**src/design/vdd_pkg.sv**
```systemverilog
// Shared types and constants for the varint delta vertex decoder.
package vdd_pkg;

    // Default configuration of the decoder.
    localparam int MAX_VARINT_BYTES_DEF = 10;
    localparam int VALUE_BITS_DEF       = 53;
    localparam int COORD_BITS_DEF       = 32;

    // Fixed port and internal widths.
    localparam int BYTE_W      = 8;
    localparam int OUT_COORD_W = 32;
    localparam int CNT_W       = 4;
    localparam int SHAMT_W     = 7;
    localparam int CURSOR_W    = 64;

    // Result codes.
    typedef enum logic [1:0] {
        KIND_VERTEX   = 2'd0,
        KIND_EMPTY    = 2'd1,
        KIND_TOO_LONG = 2'd2,
        KIND_RANGE    = 2'd3
    } vdd_kind_t;

    // Parser phase, one-hot.
    typedef enum logic [3:0] {
        PH_COUNT = 4'b0001,
        PH_U     = 4'b0010,
        PH_V     = 4'b0100,
        PH_HALT  = 4'b1000
    } vdd_phase_t;

    // Status of the varint unit for the byte being processed.
    typedef struct packed {
        logic too_long;
        logic done;
        logic out_of_range;
    } vdd_status_t;

endpackage

```
**src/design/vdd_varint.sv**
```systemverilog
// LEB128 varint accumulator with length and range checks.
module vdd_varint #(
    parameter int MAX_VARINT_BYTES = vdd_pkg::MAX_VARINT_BYTES_DEF,
    parameter int VALUE_BITS       = vdd_pkg::VALUE_BITS_DEF
) (
    input  logic                       clk,
    input  logic                       rst_n,
    input  logic                       step,
    input  logic                       restart,
    input  logic [vdd_pkg::BYTE_W-1:0] data_byte,
    output vdd_pkg::vdd_status_t       status,
    output logic [VALUE_BITS-1:0]      value
);
    import vdd_pkg::*;

    // The shifted payload must cover every byte position and one bit above the value.
    localparam int SPAN = 7 * MAX_VARINT_BYTES;
    localparam int WIDE = (SPAN > VALUE_BITS) ? SPAN : VALUE_BITS + 1;

    logic [CNT_W-1:0]      cnt_reg, cnt_next, cnt_eff;
    logic [VALUE_BITS-1:0] acc_reg, acc_next, acc_eff, acc_upd;
    logic                  ovf_reg, ovf_next, ovf_eff, ovf_upd;
    logic [SHAMT_W-1:0]    shamt;
    logic [WIDE-1:0]       shifted;

    // A geometry start drops any partial varint before this byte acts.
    always_comb
    begin
        cnt_eff = restart ? '0 : cnt_reg;
        acc_eff = restart ? '0 : acc_reg;
        ovf_eff = restart ? 1'b0 : ovf_reg;
    end

    // Place the payload at bit 7*k and check for bits past the value width.
    always_comb
    begin
        shamt   = (SHAMT_W'(cnt_eff) << 3) - SHAMT_W'(cnt_eff);
        shifted = WIDE'(data_byte[6:0]) << shamt;
        acc_upd = acc_eff | shifted[VALUE_BITS-1:0];
        ovf_upd = ovf_eff | (|shifted[WIDE-1:VALUE_BITS]);
    end

    // Status toward the parser.
    always_comb
    begin
        status.too_long     = (cnt_eff >= CNT_W'(MAX_VARINT_BYTES));
        status.done         = !status.too_long && !data_byte[7];
        status.out_of_range = status.done && ovf_upd;
        value               = acc_upd;
    end

    // A finished or rejected varint leaves the unit empty.
    always_comb
    begin
        cnt_next = cnt_reg;
        acc_next = acc_reg;
        ovf_next = ovf_reg;
        if (step)
        begin
            if (status.too_long || status.done)
            begin
                cnt_next = '0;
                acc_next = '0;
                ovf_next = 1'b0;
            end
            else
            begin
                cnt_next = cnt_eff + CNT_W'(1);
                acc_next = acc_upd;
                ovf_next = ovf_upd;
            end
        end
    end

    always_ff @(posedge clk or negedge rst_n)
    begin
        if (!rst_n)
        begin
            cnt_reg <= '0;
            acc_reg <= '0;
            ovf_reg <= 1'b0;
        end
        else
        begin
            cnt_reg <= cnt_next;
            acc_reg <= acc_next;
            ovf_reg <= ovf_next;
        end
    end

endmodule

```
**src/design/varint_delta_vertex_decoder_top.sv**
```systemverilog
// Top level of the varint delta vertex decoder.
//
// The input channel carries one stream byte per transfer, with geometry_start
// marking the first byte of a vertex count and cursor_clear returning the
// cursor to the origin before that byte acts. Each geometry is a LEB128 count
// followed by zigzag LEB128 u and v deltas for every vertex.
// The output channel carries at most one result per input byte: a vertex with
// its last flag, an empty geometry, or an error (varint too long or out of
// range). After an error the decoder ignores bytes until a geometry start.
// An accepted byte is registered in the input register; when it advances, its
// result is loaded into the output register, from which the result transfer
// takes it when out_stall is low.
// One byte is taken every cycle while the receiver does not stall: the varint
// shift and the cursor add are combinational logic between the two registers.
// When the receiver stalls, the output register holds its result and the input
// register holds one further byte; in_stall rises only when both are full.
// Reset empties both registers, zeros the cursor and starts in the count phase.
module varint_delta_vertex_decoder_top #(
    parameter int MAX_VARINT_BYTES = vdd_pkg::MAX_VARINT_BYTES_DEF,
    parameter int VALUE_BITS       = vdd_pkg::VALUE_BITS_DEF,
    parameter int COORD_BITS       = vdd_pkg::COORD_BITS_DEF
) (
    input  logic                                   clk,
    input  logic                                   rst_n,
    input  logic                                   in_valid,
    output logic                                   in_stall,
    input  logic [vdd_pkg::BYTE_W-1:0]             data_byte,
    input  logic                                   geometry_start,
    input  logic                                   cursor_clear,
    output logic                                   out_valid,
    input  logic                                   out_stall,
    output logic [1:0]                             result_kind,
    output logic signed [vdd_pkg::OUT_COORD_W-1:0] vertex_u,
    output logic signed [vdd_pkg::OUT_COORD_W-1:0] vertex_v,
    output logic                                   last_vertex
);
    import vdd_pkg::*;

    // Input register.
    logic              in_valid_reg;
    logic [BYTE_W-1:0] byte_reg;
    logic              start_reg;
    logic              clear_reg;

    // Parser state.
    vdd_phase_t            phase_reg, phase_next, phase_eff;
    logic [VALUE_BITS-1:0] left_reg, left_next, left_eff, left_dec;
    logic [COORD_BITS-1:0] cur_u_reg, cur_u_next, cur_u_eff, cur_u_sum;
    logic [COORD_BITS-1:0] cur_v_reg, cur_v_next, cur_v_eff, cur_v_sum;
    logic [COORD_BITS-1:0] pend_u_reg, pend_u_next;

    // Output register.
    logic                   out_valid_reg;
    vdd_kind_t              kind_reg, kind_next;
    logic [OUT_COORD_W-1:0] u_reg, u_next, v_reg, v_next;
    logic                   last_reg, last_next;

    logic                  advance;
    logic                  step;
    logic                  fire;
    vdd_status_t           vstat;
    logic [VALUE_BITS-1:0] vvalue;
    logic [CURSOR_W-1:0]   zz_wide, unz_wide, u_ext, v_ext;
    logic [COORD_BITS-1:0] delta;

    // The input register moves on whenever the output register is free or drains.
    assign advance  = in_valid_reg && (!out_valid_reg || !out_stall);
    assign in_stall = in_valid_reg && !advance;

    always_ff @(posedge clk or negedge rst_n)
    begin
        if (!rst_n)
        begin
            in_valid_reg <= 1'b0;
        end
        else if (in_valid && !in_stall)
        begin
            in_valid_reg <= 1'b1;
        end
        else if (advance)
        begin
            in_valid_reg <= 1'b0;
        end
    end

    always_ff @(posedge clk)
    begin
        if (in_valid && !in_stall)
        begin
            byte_reg  <= data_byte;
            start_reg <= geometry_start;
            clear_reg <= cursor_clear;
        end
    end

    // Start and clear marks take effect before the byte is decoded.
    always_comb
    begin
        phase_eff = start_reg ? PH_COUNT : phase_reg;
        left_eff  = start_reg ? '0 : left_reg;
        cur_u_eff = clear_reg ? '0 : cur_u_reg;
        cur_v_eff = clear_reg ? '0 : cur_v_reg;
    end

    assign step = advance && (phase_eff != PH_HALT);

    vdd_varint #(
        .MAX_VARINT_BYTES (MAX_VARINT_BYTES),
        .VALUE_BITS       (VALUE_BITS)
    ) u_varint (
        .clk       (clk),
        .rst_n     (rst_n),
        .step      (step),
        .restart   (start_reg),
        .data_byte (byte_reg),
        .status    (vstat),
        .value     (vvalue)
    );

    // Zigzag decode; only the low coordinate bits reach the cursor.
    always_comb
    begin
        zz_wide   = CURSOR_W'(vvalue);
        unz_wide  = zz_wide[0] ? ~(zz_wide >> 1) : (zz_wide >> 1);
        delta     = unz_wide[COORD_BITS-1:0];
        cur_u_sum = cur_u_eff + pend_u_reg;
        cur_v_sum = cur_v_eff + delta;
        left_dec  = left_eff - VALUE_BITS'(1);
        u_ext     = CURSOR_W'(signed'(cur_u_sum));
        v_ext     = CURSOR_W'(signed'(cur_v_sum));
    end

    // Parser phase sequencing and result selection.
    always_comb
    begin
        phase_next  = phase_reg;
        left_next   = left_reg;
        pend_u_next = pend_u_reg;
        cur_u_next  = cur_u_reg;
        cur_v_next  = cur_v_reg;
        fire        = 1'b0;
        kind_next   = KIND_VERTEX;
        u_next      = '0;
        v_next      = '0;
        last_next   = 1'b0;
        if (advance)
        begin
            phase_next = phase_eff;
            left_next  = left_eff;
            cur_u_next = cur_u_eff;
            cur_v_next = cur_v_eff;
        end
        if (step)
        begin
            if (vstat.too_long)
            begin
                phase_next = PH_HALT;
                fire       = 1'b1;
                kind_next  = KIND_TOO_LONG;
            end
            else if (vstat.out_of_range)
            begin
                phase_next = PH_HALT;
                fire       = 1'b1;
                kind_next  = KIND_RANGE;
            end
            else if (vstat.done)
            begin
                unique case (phase_eff)
                    PH_COUNT:
                    begin
                        if (vvalue == '0)
                        begin
                            fire      = 1'b1;
                            kind_next = KIND_EMPTY;
                        end
                        else
                        begin
                            left_next  = vvalue;
                            phase_next = PH_U;
                        end
                    end
                    PH_U:
                    begin
                        pend_u_next = delta;
                        phase_next  = PH_V;
                    end
                    PH_V:
                    begin
                        cur_u_next = cur_u_sum;
                        cur_v_next = cur_v_sum;
                        left_next  = left_dec;
                        phase_next = (left_dec != '0) ? PH_U : PH_COUNT;
                        fire       = 1'b1;
                        kind_next  = KIND_VERTEX;
                        u_next     = u_ext[OUT_COORD_W-1:0];
                        v_next     = v_ext[OUT_COORD_W-1:0];
                        last_next  = (left_dec == '0);
                    end
                    default:
                    begin
                        phase_next = PH_HALT;
                    end
                endcase
            end
        end
    end

    always_ff @(posedge clk or negedge rst_n)
    begin
        if (!rst_n)
        begin
            phase_reg  <= PH_COUNT;
            left_reg   <= '0;
            cur_u_reg  <= '0;
            cur_v_reg  <= '0;
            pend_u_reg <= '0;
        end
        else
        begin
            phase_reg  <= phase_next;
            left_reg   <= left_next;
            cur_u_reg  <= cur_u_next;
            cur_v_reg  <= cur_v_next;
            pend_u_reg <= pend_u_next;
        end
    end

    // Output register: loaded on every advance, cleared once a transfer drains it.
    always_ff @(posedge clk or negedge rst_n)
    begin
        if (!rst_n)
        begin
            out_valid_reg <= 1'b0;
        end
        else if (advance)
        begin
            out_valid_reg <= fire;
        end
        else if (out_valid_reg && !out_stall)
        begin
            out_valid_reg <= 1'b0;
        end
    end

    always_ff @(posedge clk)
    begin
        if (advance)
        begin
            kind_reg <= kind_next;
            u_reg    <= u_next;
            v_reg    <= v_next;
            last_reg <= last_next;
        end
    end

    assign out_valid   = out_valid_reg;
    assign result_kind = kind_reg;
    assign vertex_u    = u_reg;
    assign vertex_v    = v_reg;
    assign last_vertex = last_reg;

endmodule

```
**config.mk**
```make
export PLATFORM = sky130hd
export DESIGN_NAME = varint_delta_vertex_decoder_top
export DESIGN_NICKNAME = d
export VERILOG_FILES = /design/src/design/vdd_pkg.sv /design/src/design/vdd_varint.sv /design/src/design/varint_delta_vertex_decoder_top.sv
export SDC_FILE = /design/constraint.sdc
export NUM_CORES = 1
export LEC_CHECK = 0
export BUFFER_PORTS_ARGS = -buffer_cell sky130_fd_sc_hd__buf_2
export CAP_MARGIN = 30
export CORE_MARGIN = 3
export CORE_UTILIZATION = 51
export CTS_BUF_LIST = sky130_fd_sc_hd__clkbuf_2
export CTS_CLUSTER_SIZE = 40
export DETAILED_ROUTE_END_ITERATION = 8
export PLACE_DENSITY_LB_ADDON = 0.1
export SKIP_CTS_REPAIR_TIMING = 1
export SLEW_MARGIN = 30
export SYNTH_ARGS = -nofsm -noshare
export SYNTH_HDL_FRONTEND = slang
export SYNTH_HIERARCHICAL = 1
export SYNTH_SLANG_ARGS = --single-unit
export TNS_END_PERCENT = 50
```
**constraint.sdc**
```tcl
create_clock -name clk -period 11.87 [get_ports clk]
set_input_delay 3.561 -clock clk [delete_from_list [all_inputs] [get_ports clk]]
set_output_delay 3.561 -clock clk [all_outputs]
set_load 0.005 [all_outputs]
```
# ---- After elaboration in Yosys (flattened, before gate mapping)
# Index checks and enable logic that the tools add are counted.
dict set report totals {
  regBits 290
  word_cells 114
}
dict set report classes {
  add_sub_neg 5
  magnitude_cmp 1
  n_eq_ne 4
  shifts 1
  muxes 53
  bitwise 8
  reduce_logical 24
}
# cell n
set op_table {}
lappend op_table {{32-bit two-way mux} 15}
lappend op_table {{53-bit two-way mux} 9}
lappend op_table {{53-bit zero test} 2}
lappend op_table {{53-bit one-hot mux with 2 select lines} 1}
lappend op_table {{7-bit by 7-bit << shifter with 70-bit output} 1}
lappend op_table {{32-bit adder} 2}
lappend op_table {{53-bit OR} 1}
lappend op_table {{53-bit nonzero test} 1}
lappend op_table {{53-bit by 1-bit subtractor with 53-bit output (second input constant)} 1}
lappend op_table {{4-bit two-way mux} 9}
lappend op_table {{32-bit inverter} 1}
lappend op_table {{17-bit OR reduction} 1}
lappend op_table {{1-bit two-way mux} 14}
lappend op_table {{4-bit one-hot mux with 3 select lines} 1}
lappend op_table {{1-bit logical AND} 7}
lappend op_table {{7-bit by 4-bit subtractor with 7-bit output} 1}
lappend op_table {{1-bit zero test} 6}
lappend op_table {{2-bit two-way mux} 3}
lappend op_table {{1-bit inverter} 5}
lappend op_table {{5-bit AND reduction} 1}
lappend op_table {{5-bit OR reduction} 1}
lappend op_table {{4-bit by 1-bit adder with 4-bit output (second input constant)} 1}
lappend op_table {{4-bit by 1-bit equality test with 1-bit output (second input constant)} 1}
lappend op_table {{4-bit by 2-bit equality test with 1-bit output (second input constant)} 1}
lappend op_table {{other kinds (8)} 10}

# ---- Depth between registers and ports, before layout
dict set report depth {
  depth_word 12
  ltp_mapped 24
}

# ---- By module
# The synthesis kept the hierarchy.
# module instances cells_each area_each_um2 seq_area_each_um2
set by_module_without_submodules {}
lappend by_module_without_submodules {varint_delta_vertex_decoder_top 1 1540 14600.3 6192.2}
lappend by_module_without_submodules {vdd_varint 1 396 3782.4 1451.4}

# ---- Worst setup path after synthesis
# Ideal clock, no wire load.
dict set report synth_path {
  kind {input-to-reg}
  from {input port out_stall}
  to {register pend_u_reg[10]}
  setup_ns 0.125
  arrival_ns 8.004
  slack_ns 3.742
  stages 9
  cell_sequence {nand2_1 -> and2_1 -> clkbuf_1 -> nand2_1 -> inv_1 -> nand3_1 -> nor4b_1 -> clkbuf_1 -> mux2_2}
}
dict set report synth_between {
  elab_chain_cells 5
}
# element line_no
set synth_lines {}
lappend synth_lines {{from (decl)} varint_delta_vertex_decoder_top.sv:31} ;# input logic out_stall,
lappend synth_lines {{1-bit zero test} varint_delta_vertex_decoder_top.sv:67} ;# assign advance = in_valid_reg && (!out_valid_reg || !out_stall);
lappend synth_lines {{1-bit logical OR} varint_delta_vertex_decoder_top.sv:67}
lappend synth_lines {{1-bit logical AND} varint_delta_vertex_decoder_top.sv:67}
lappend synth_lines {{via advance} varint_delta_vertex_decoder_top.sv:58} ;# logic advance;
lappend synth_lines {{1-bit logical AND} varint_delta_vertex_decoder_top.sv:105} ;# assign step = advance && (phase_eff != PH_HALT);
lappend synth_lines {{via step} varint_delta_vertex_decoder_top.sv:59} ;# logic step;
lappend synth_lines {{5-bit AND reduction (no source line)} -}
lappend synth_lines {{to (signal assigned)} varint_delta_vertex_decoder_top.sv:225} ;# pend_u_reg <= pend_u_next;
lappend synth_lines {{to (decl)} varint_delta_vertex_decoder_top.sv:50} ;# logic [COORD_BITS-1:0] pend_u_reg, pend_u_next;
# The timed path passes the listed nets, and every way through them passes these cells.
# A chain may end at the register's enable or synchronous reset.

# ---- Final worst setup path
dict set report layout_path {
  from {input port out_stall}
  to {output port in_stall}
}
dict set report layout_between {
  elab_chain_cells 5
}
# element line_no
set layout_lines {}
lappend layout_lines {{1-bit zero test} varint_delta_vertex_decoder_top.sv:67}
lappend layout_lines {{1-bit logical OR} varint_delta_vertex_decoder_top.sv:67}
lappend layout_lines {{1-bit logical AND} varint_delta_vertex_decoder_top.sv:67}
lappend layout_lines {{1-bit zero test} varint_delta_vertex_decoder_top.sv:68} ;# assign in_stall = in_valid_reg && !advance;
lappend layout_lines {{1-bit logical AND} varint_delta_vertex_decoder_top.sv:68}
lappend layout_lines {{to (decl)} varint_delta_vertex_decoder_top.sv:26} ;# output logic in_stall,
# Every way passes these cells.

==> results.md <==
Synthesis:
- Yosys printed 6 warnings.
- By area the synthesized netlist is led by sky130_fd_sc_hd__dfrtp_1 (29%), sky130_fd_sc_hd__edfxtp_1 (13%), sky130_fd_sc_hd__ha_1 (4.6%).
- Summing the sequential cell areas from Yosys gives 41.6% of the chip area.
- For this run, the leading register cell type out of synthesis is sky130_fd_sc_hd__dfrtp_1.
- The post-synthesis instance total is 1,936.
- A synthesized cell averages 9.50 um2.
- The area share of the largest cell type after synthesis is 28.9%.
- The register bit count reported by yosys is 290.
- The number of enable-type register cells in the synthesized netlist is 77.
- By count the netlist is led by sky130_fd_sc_hd__dfrtp_1 (212), sky130_fd_sc_hd__nand2_1 (160), sky130_fd_sc_hd__nor2_1 (126), sky130_fd_sc_hd__o21ai_0 (108), sky130_fd_sc_hd__a21o_1 (89).
- The most used standard cell by instance count after synthesis is sky130_fd_sc_hd__dfrtp_1.
- The post-synthesis async set-or-reset flop share is 73.4%.
- The net count after synthesis is 2,019.
- The count of unique library cells instantiated by Yosys is 102.
- The cell area after synthesis is 18,400 um2.
- The dominant cell type by area after synthesis is sky130_fd_sc_hd__dfrtp_1.

Power and ir drop:
- The worst voltage drop across the vdd grid is 81.5 uV.
- Of the total power, registers draw 35.2%.
- Of the total power, combinational logic draws 43.5%.
- In this run the power density over the cells is 174 nW/um2.
- The switching power as a share of total power is 43.1%.
- Overall power consumption after layout is estimated at 3.47 mW.
- The clock share of power is 21.4%.
- The leakage power summed over all cells is 9.61 nW.
- Cell internal power was estimated by the tool at 1.98 mW.
- The analysis attributes to net switching a power of 1.49 mW.

STA:
- After layout, the minimum clock period comes to 7.64 ns.
- Adding up every negative setup slack in the final design gives 0 ns.
- The setup slack after layout is 4.23 ns.
- The count of pins over their slew limit came to 0.
- For the final database, setup skew stands at 0.0918 ns.
- The hold slack is 0.471 ns.
- In the finished design, the share of the clock period the worst path needs comes to 64.3%.
- Measured against its own limit, the worst slew margin works out to 35.5%.
- For this run, the top clock speed supported by timing is 0.131 GHz.
- The final count of hold timing violations came to 0.
- Setup repair after global routing left no endpoint under its margin.
- The transition at the pin with the smallest max-transition slack is 0.963 ns.
- Setup violations remaining at the end of the flow were counted as 0.

Worst setup path:
- Among all stages on the critical path, the largest delay is contributed by sky130_fd_sc_hd__nand3_1.
- The worst setup path is launched from a primary input.
- In this run the worst path has a maximum fanout of 3.
- The reg2reg setup slack is 4.95 ns.
- The logic depth of the worst register-to-register path is 19.
- Among the stages of the critical path, the cell type that occurs most often is sky130_fd_sc_hd__buf_2.
- Data arrives at the worst endpoint at 4.08 ns.
- The maximum cell stage delay along the critical path is 0.18 ns.
- The critical path contains buffers and inverters numbering 3 combined.
- For the worst setup path, the data required time is 8.31 ns.
- The cell family contributing the most delay on the critical path is buffers and inverters.
- The worst reg2reg path endpoint is cur_v_reg[30]$_DFF_PN0_.
- In this run the critical register-to-register path is launched from u_varint/cnt_reg[0]$_DFFE_PN0P_.
- The kind of critical path is in -> out.
- The critical path starts at out_stall.
- Walking the worst path, the cells encountered are buf_2 > nand3_1 > inv_1 > buf_2.
- The critical path crosses 4 cells after its start point.
- In this run the worst setup path terminates at in_stall.
- STA classifies the critical path endpoint as a primary output.

Clock tree:
- After clock tree synthesis, the clock-pin slew on the worst setup and hold paths is 0.08 ns.
- The buffer levels on the longest clock path is 3.
- Clock tree synthesis found a total of 290 sinks.
- The worst-skew pair later-pin latency is 1.01 ns.
- The H-tree generated during clock tree synthesis spans 3 levels.
- TritonCTS built the clock tree.
- The TritonCTS buffer count is 80.
- The buffer type at the clock tree root is sky130_fd_sc_hd__clkbuf_2.

Drt:
- After detailed routing, the number of vias per cell comes to 6.31.
- The remaining design rule violation count is 0.
- Before antenna repair, the detailed router went through 5 iterations.
- In this run, the number of DRC markers left after iteration 0 of detailed routing was 1,377.
- The count of vias placed by the detailed router is 16,000.
- The count of nets left with antenna violations once routing finished came out at 0.
- The wire length per cell after detailed routing is 21.5 um.
- After detailed routing, the total wire length is 54,700 um.

GRT:
- Global routing used 28.3% of the available tracks.
- The final global-route overflow total is 0.
- Entering global routing, the biggest net connects 84 pins.
- The number of antenna violations at the first check in global routing was 1.
- The number of global-route vias before repair is 15,700.
- The first-pass GRT wire length is 87,000 um.

Die:
- The cell row count is 68.
- The area of the placeable core is 35,100 um2.
- The width of the die is 196 um.
- The total I/O pin count is 83.
- The die extent in y is 196 um.
- The die covers 38,400 um2.
- Once the floorplan was initialized, standard cells occupied 52.4% of the core.

Worst hold path:
- The min-delay analysis places its worst path in the category reg -> reg.
- The hold path startpoint is cur_v_reg[2]$_DFF_PN0_.

Placement:
- The count of input and output buffers is 82.
- The final weighted congestion in routability-driven placement is 0.924.
- Detailed placement ended at an HPWL of 37,400 um.
- Timing analysis after detailed placement gives a worst setup slack of 4.23 ns.

Finish:
- The final net count is 2,106.
- The layout cell share with drive strength beyond 1 is 16.9%.
- Compared with the post-synthesis result, the final layout area differs by 8.75%.

Status:
- The run finished with clean final reports.

Run:
- The tool flagged a number of max-cap violations equal to 0.
-- kinds of logic (layout without fill, tap and decap cells) --
logic type | count (synthesis) | count (layout) | share of synthesized area (%)
other cells | 0 | 1 | 0
fa+ha+maj | 69 | 69 | 4.78
flops | 290 | 290 | 41.6
xor+xnor | 91 | 91 | 4.38
simple gates | 658 | 658 | 18.6
buf+inv | 172 | 320 | 3.66
compound gates | 595 | 595 | 23.4
mux | 61 | 61 | 3.64
-- layout make-up --
type                            instances  area (um2)
Fill cell                            3202       15100
Clock buffer                          125         626
Clock inverter                         18         101
Multi-Input combinational cell       1474       10100
Inverter                               63         236
Antenna cell                            1        2.50
Sequential cell                       290        7640
Tap cell                              455         569
Timing Repair Buffer                  114         668
-- worst reg2reg max path, stage by stage (launching register included) --
cell and delay (ns):
sky130_fd_sc_hd__dfrtp_1 0.57, sky130_fd_sc_hd__nor2b_1 0.75, sky130_fd_sc_hd__inv_2 0.31, sky130_fd_sc_hd__ha_1 0.68, sky130_fd_sc_hd__mux2_2 0.40, sky130_fd_sc_hd__a21oi_1 0.50
sky130_fd_sc_hd__nor3_1 0.09, sky130_fd_sc_hd__a31oi_1 0.44, sky130_fd_sc_hd__o22ai_1 0.40, sky130_fd_sc_hd__xor2_1 0.27, sky130_fd_sc_hd__ha_1 0.40, sky130_fd_sc_hd__nand4_1 0.20
sky130_fd_sc_hd__nor2_1 0.08, sky130_fd_sc_hd__a21oi_1 0.23, sky130_fd_sc_hd__a21oi_1 0.15, sky130_fd_sc_hd__a311o_1 0.46, sky130_fd_sc_hd__a21oi_1 0.38, sky130_fd_sc_hd__o21ai_0 0.19
sky130_fd_sc_hd__mux2i_1 0.16, sky130_fd_sc_hd__a21o_1 0.16
-- per-layer routing --
| layer | wire (um) | up-vias | part of all wire (%) | GRT usage (%) |
|---|---|---|---|---|
| met2 | 24500 | 670 | 45 | 43.9 |
| met4 | 2160 | 0 | 3.9 | 12.2 |
| met1 | 24300 | 7759 | 44 | 39.1 |
| li1 | - | 7460 | - | - |
| met5 | 0 | - | 0 | 0 |
| met3 | 3750 | 136 | 6.9 | 5.03 |
-- power by group through the flow --
stage / Clock [mW] / Sequential [mW] / Combinational, mW
3_5_place_dp: 0 / 1.24 / 1.47
3_3_place_gp: 0 / 1.23 / 1.45
4_1_cts: 0.771 / 1.22 / 1.48
6_report: 0.742 / 1.22 / 1.51
2_1_floorplan: 0 / 1.20 / 1.09
5_1_grt: 0.817 / 1.23 / 1.65
-- through the flow --
stage                     utilization (%)  instance area (um2)  instances
after CTS                            57.0                20000       2539
final                                57.0                20000       2540
after global placement               54.8                19200       2395
after detailed placement             54.9                19200       2396
after global routing                 57.0                20000       2540
after floorplan                         -                18400       1936
-- cell usage in the layout, fill, tap and decap left out, drive strengths merged, types with 10 or more instances in the layout --
cell     synthesis  final
dfrtp          212    212
nand2          162    162
nor2           126    126
clkbuf          82    125
o21ai          114    114
buf             27    114
a21o            89     89
a21oi           89     89
nor2b           81     81
edfxtp          77     77
ha              67     67
inv             61     66
nand3           57     57
xor2            51     51
a22o            50     50
nor3            48     48
mux2            41     41
xnor2           40     40
nor4            40     40
o2bb2ai         33     33
or3             27     27
a22oi           23     23
a31oi           22     22
and2            21     21
o22ai           20     20
mux2i           20     20
a211oi          18     18
and3            18     18
nand2b          17     17
nand4           16     16
o21a            16     16
a221o           14     14
o211ai          13     13
clkinv           2     13
o21bai          12     12
or4             12     12
or2             10     10
-- worst min-delay path by stage --
stage                     cells past startpoint  slack, ns                      end
after CTS                                     1       0.48   cur_u_reg[7]$_DFF_PN0_
final                                         1       0.47   cur_v_reg[2]$_DFF_PN0_
after detailed placement                      1       0.46   cur_v_reg[2]$_DFF_PN0_
after floorplan                               1       0.44   cur_v_reg[4]$_DFF_PN0_
after global routing                          1       0.50  cur_v_reg[23]$_DFF_PN0_
after global placement                        1       0.45  cur_u_reg[18]$_DFF_PN0_
Power figures use the tool's default switching activity.
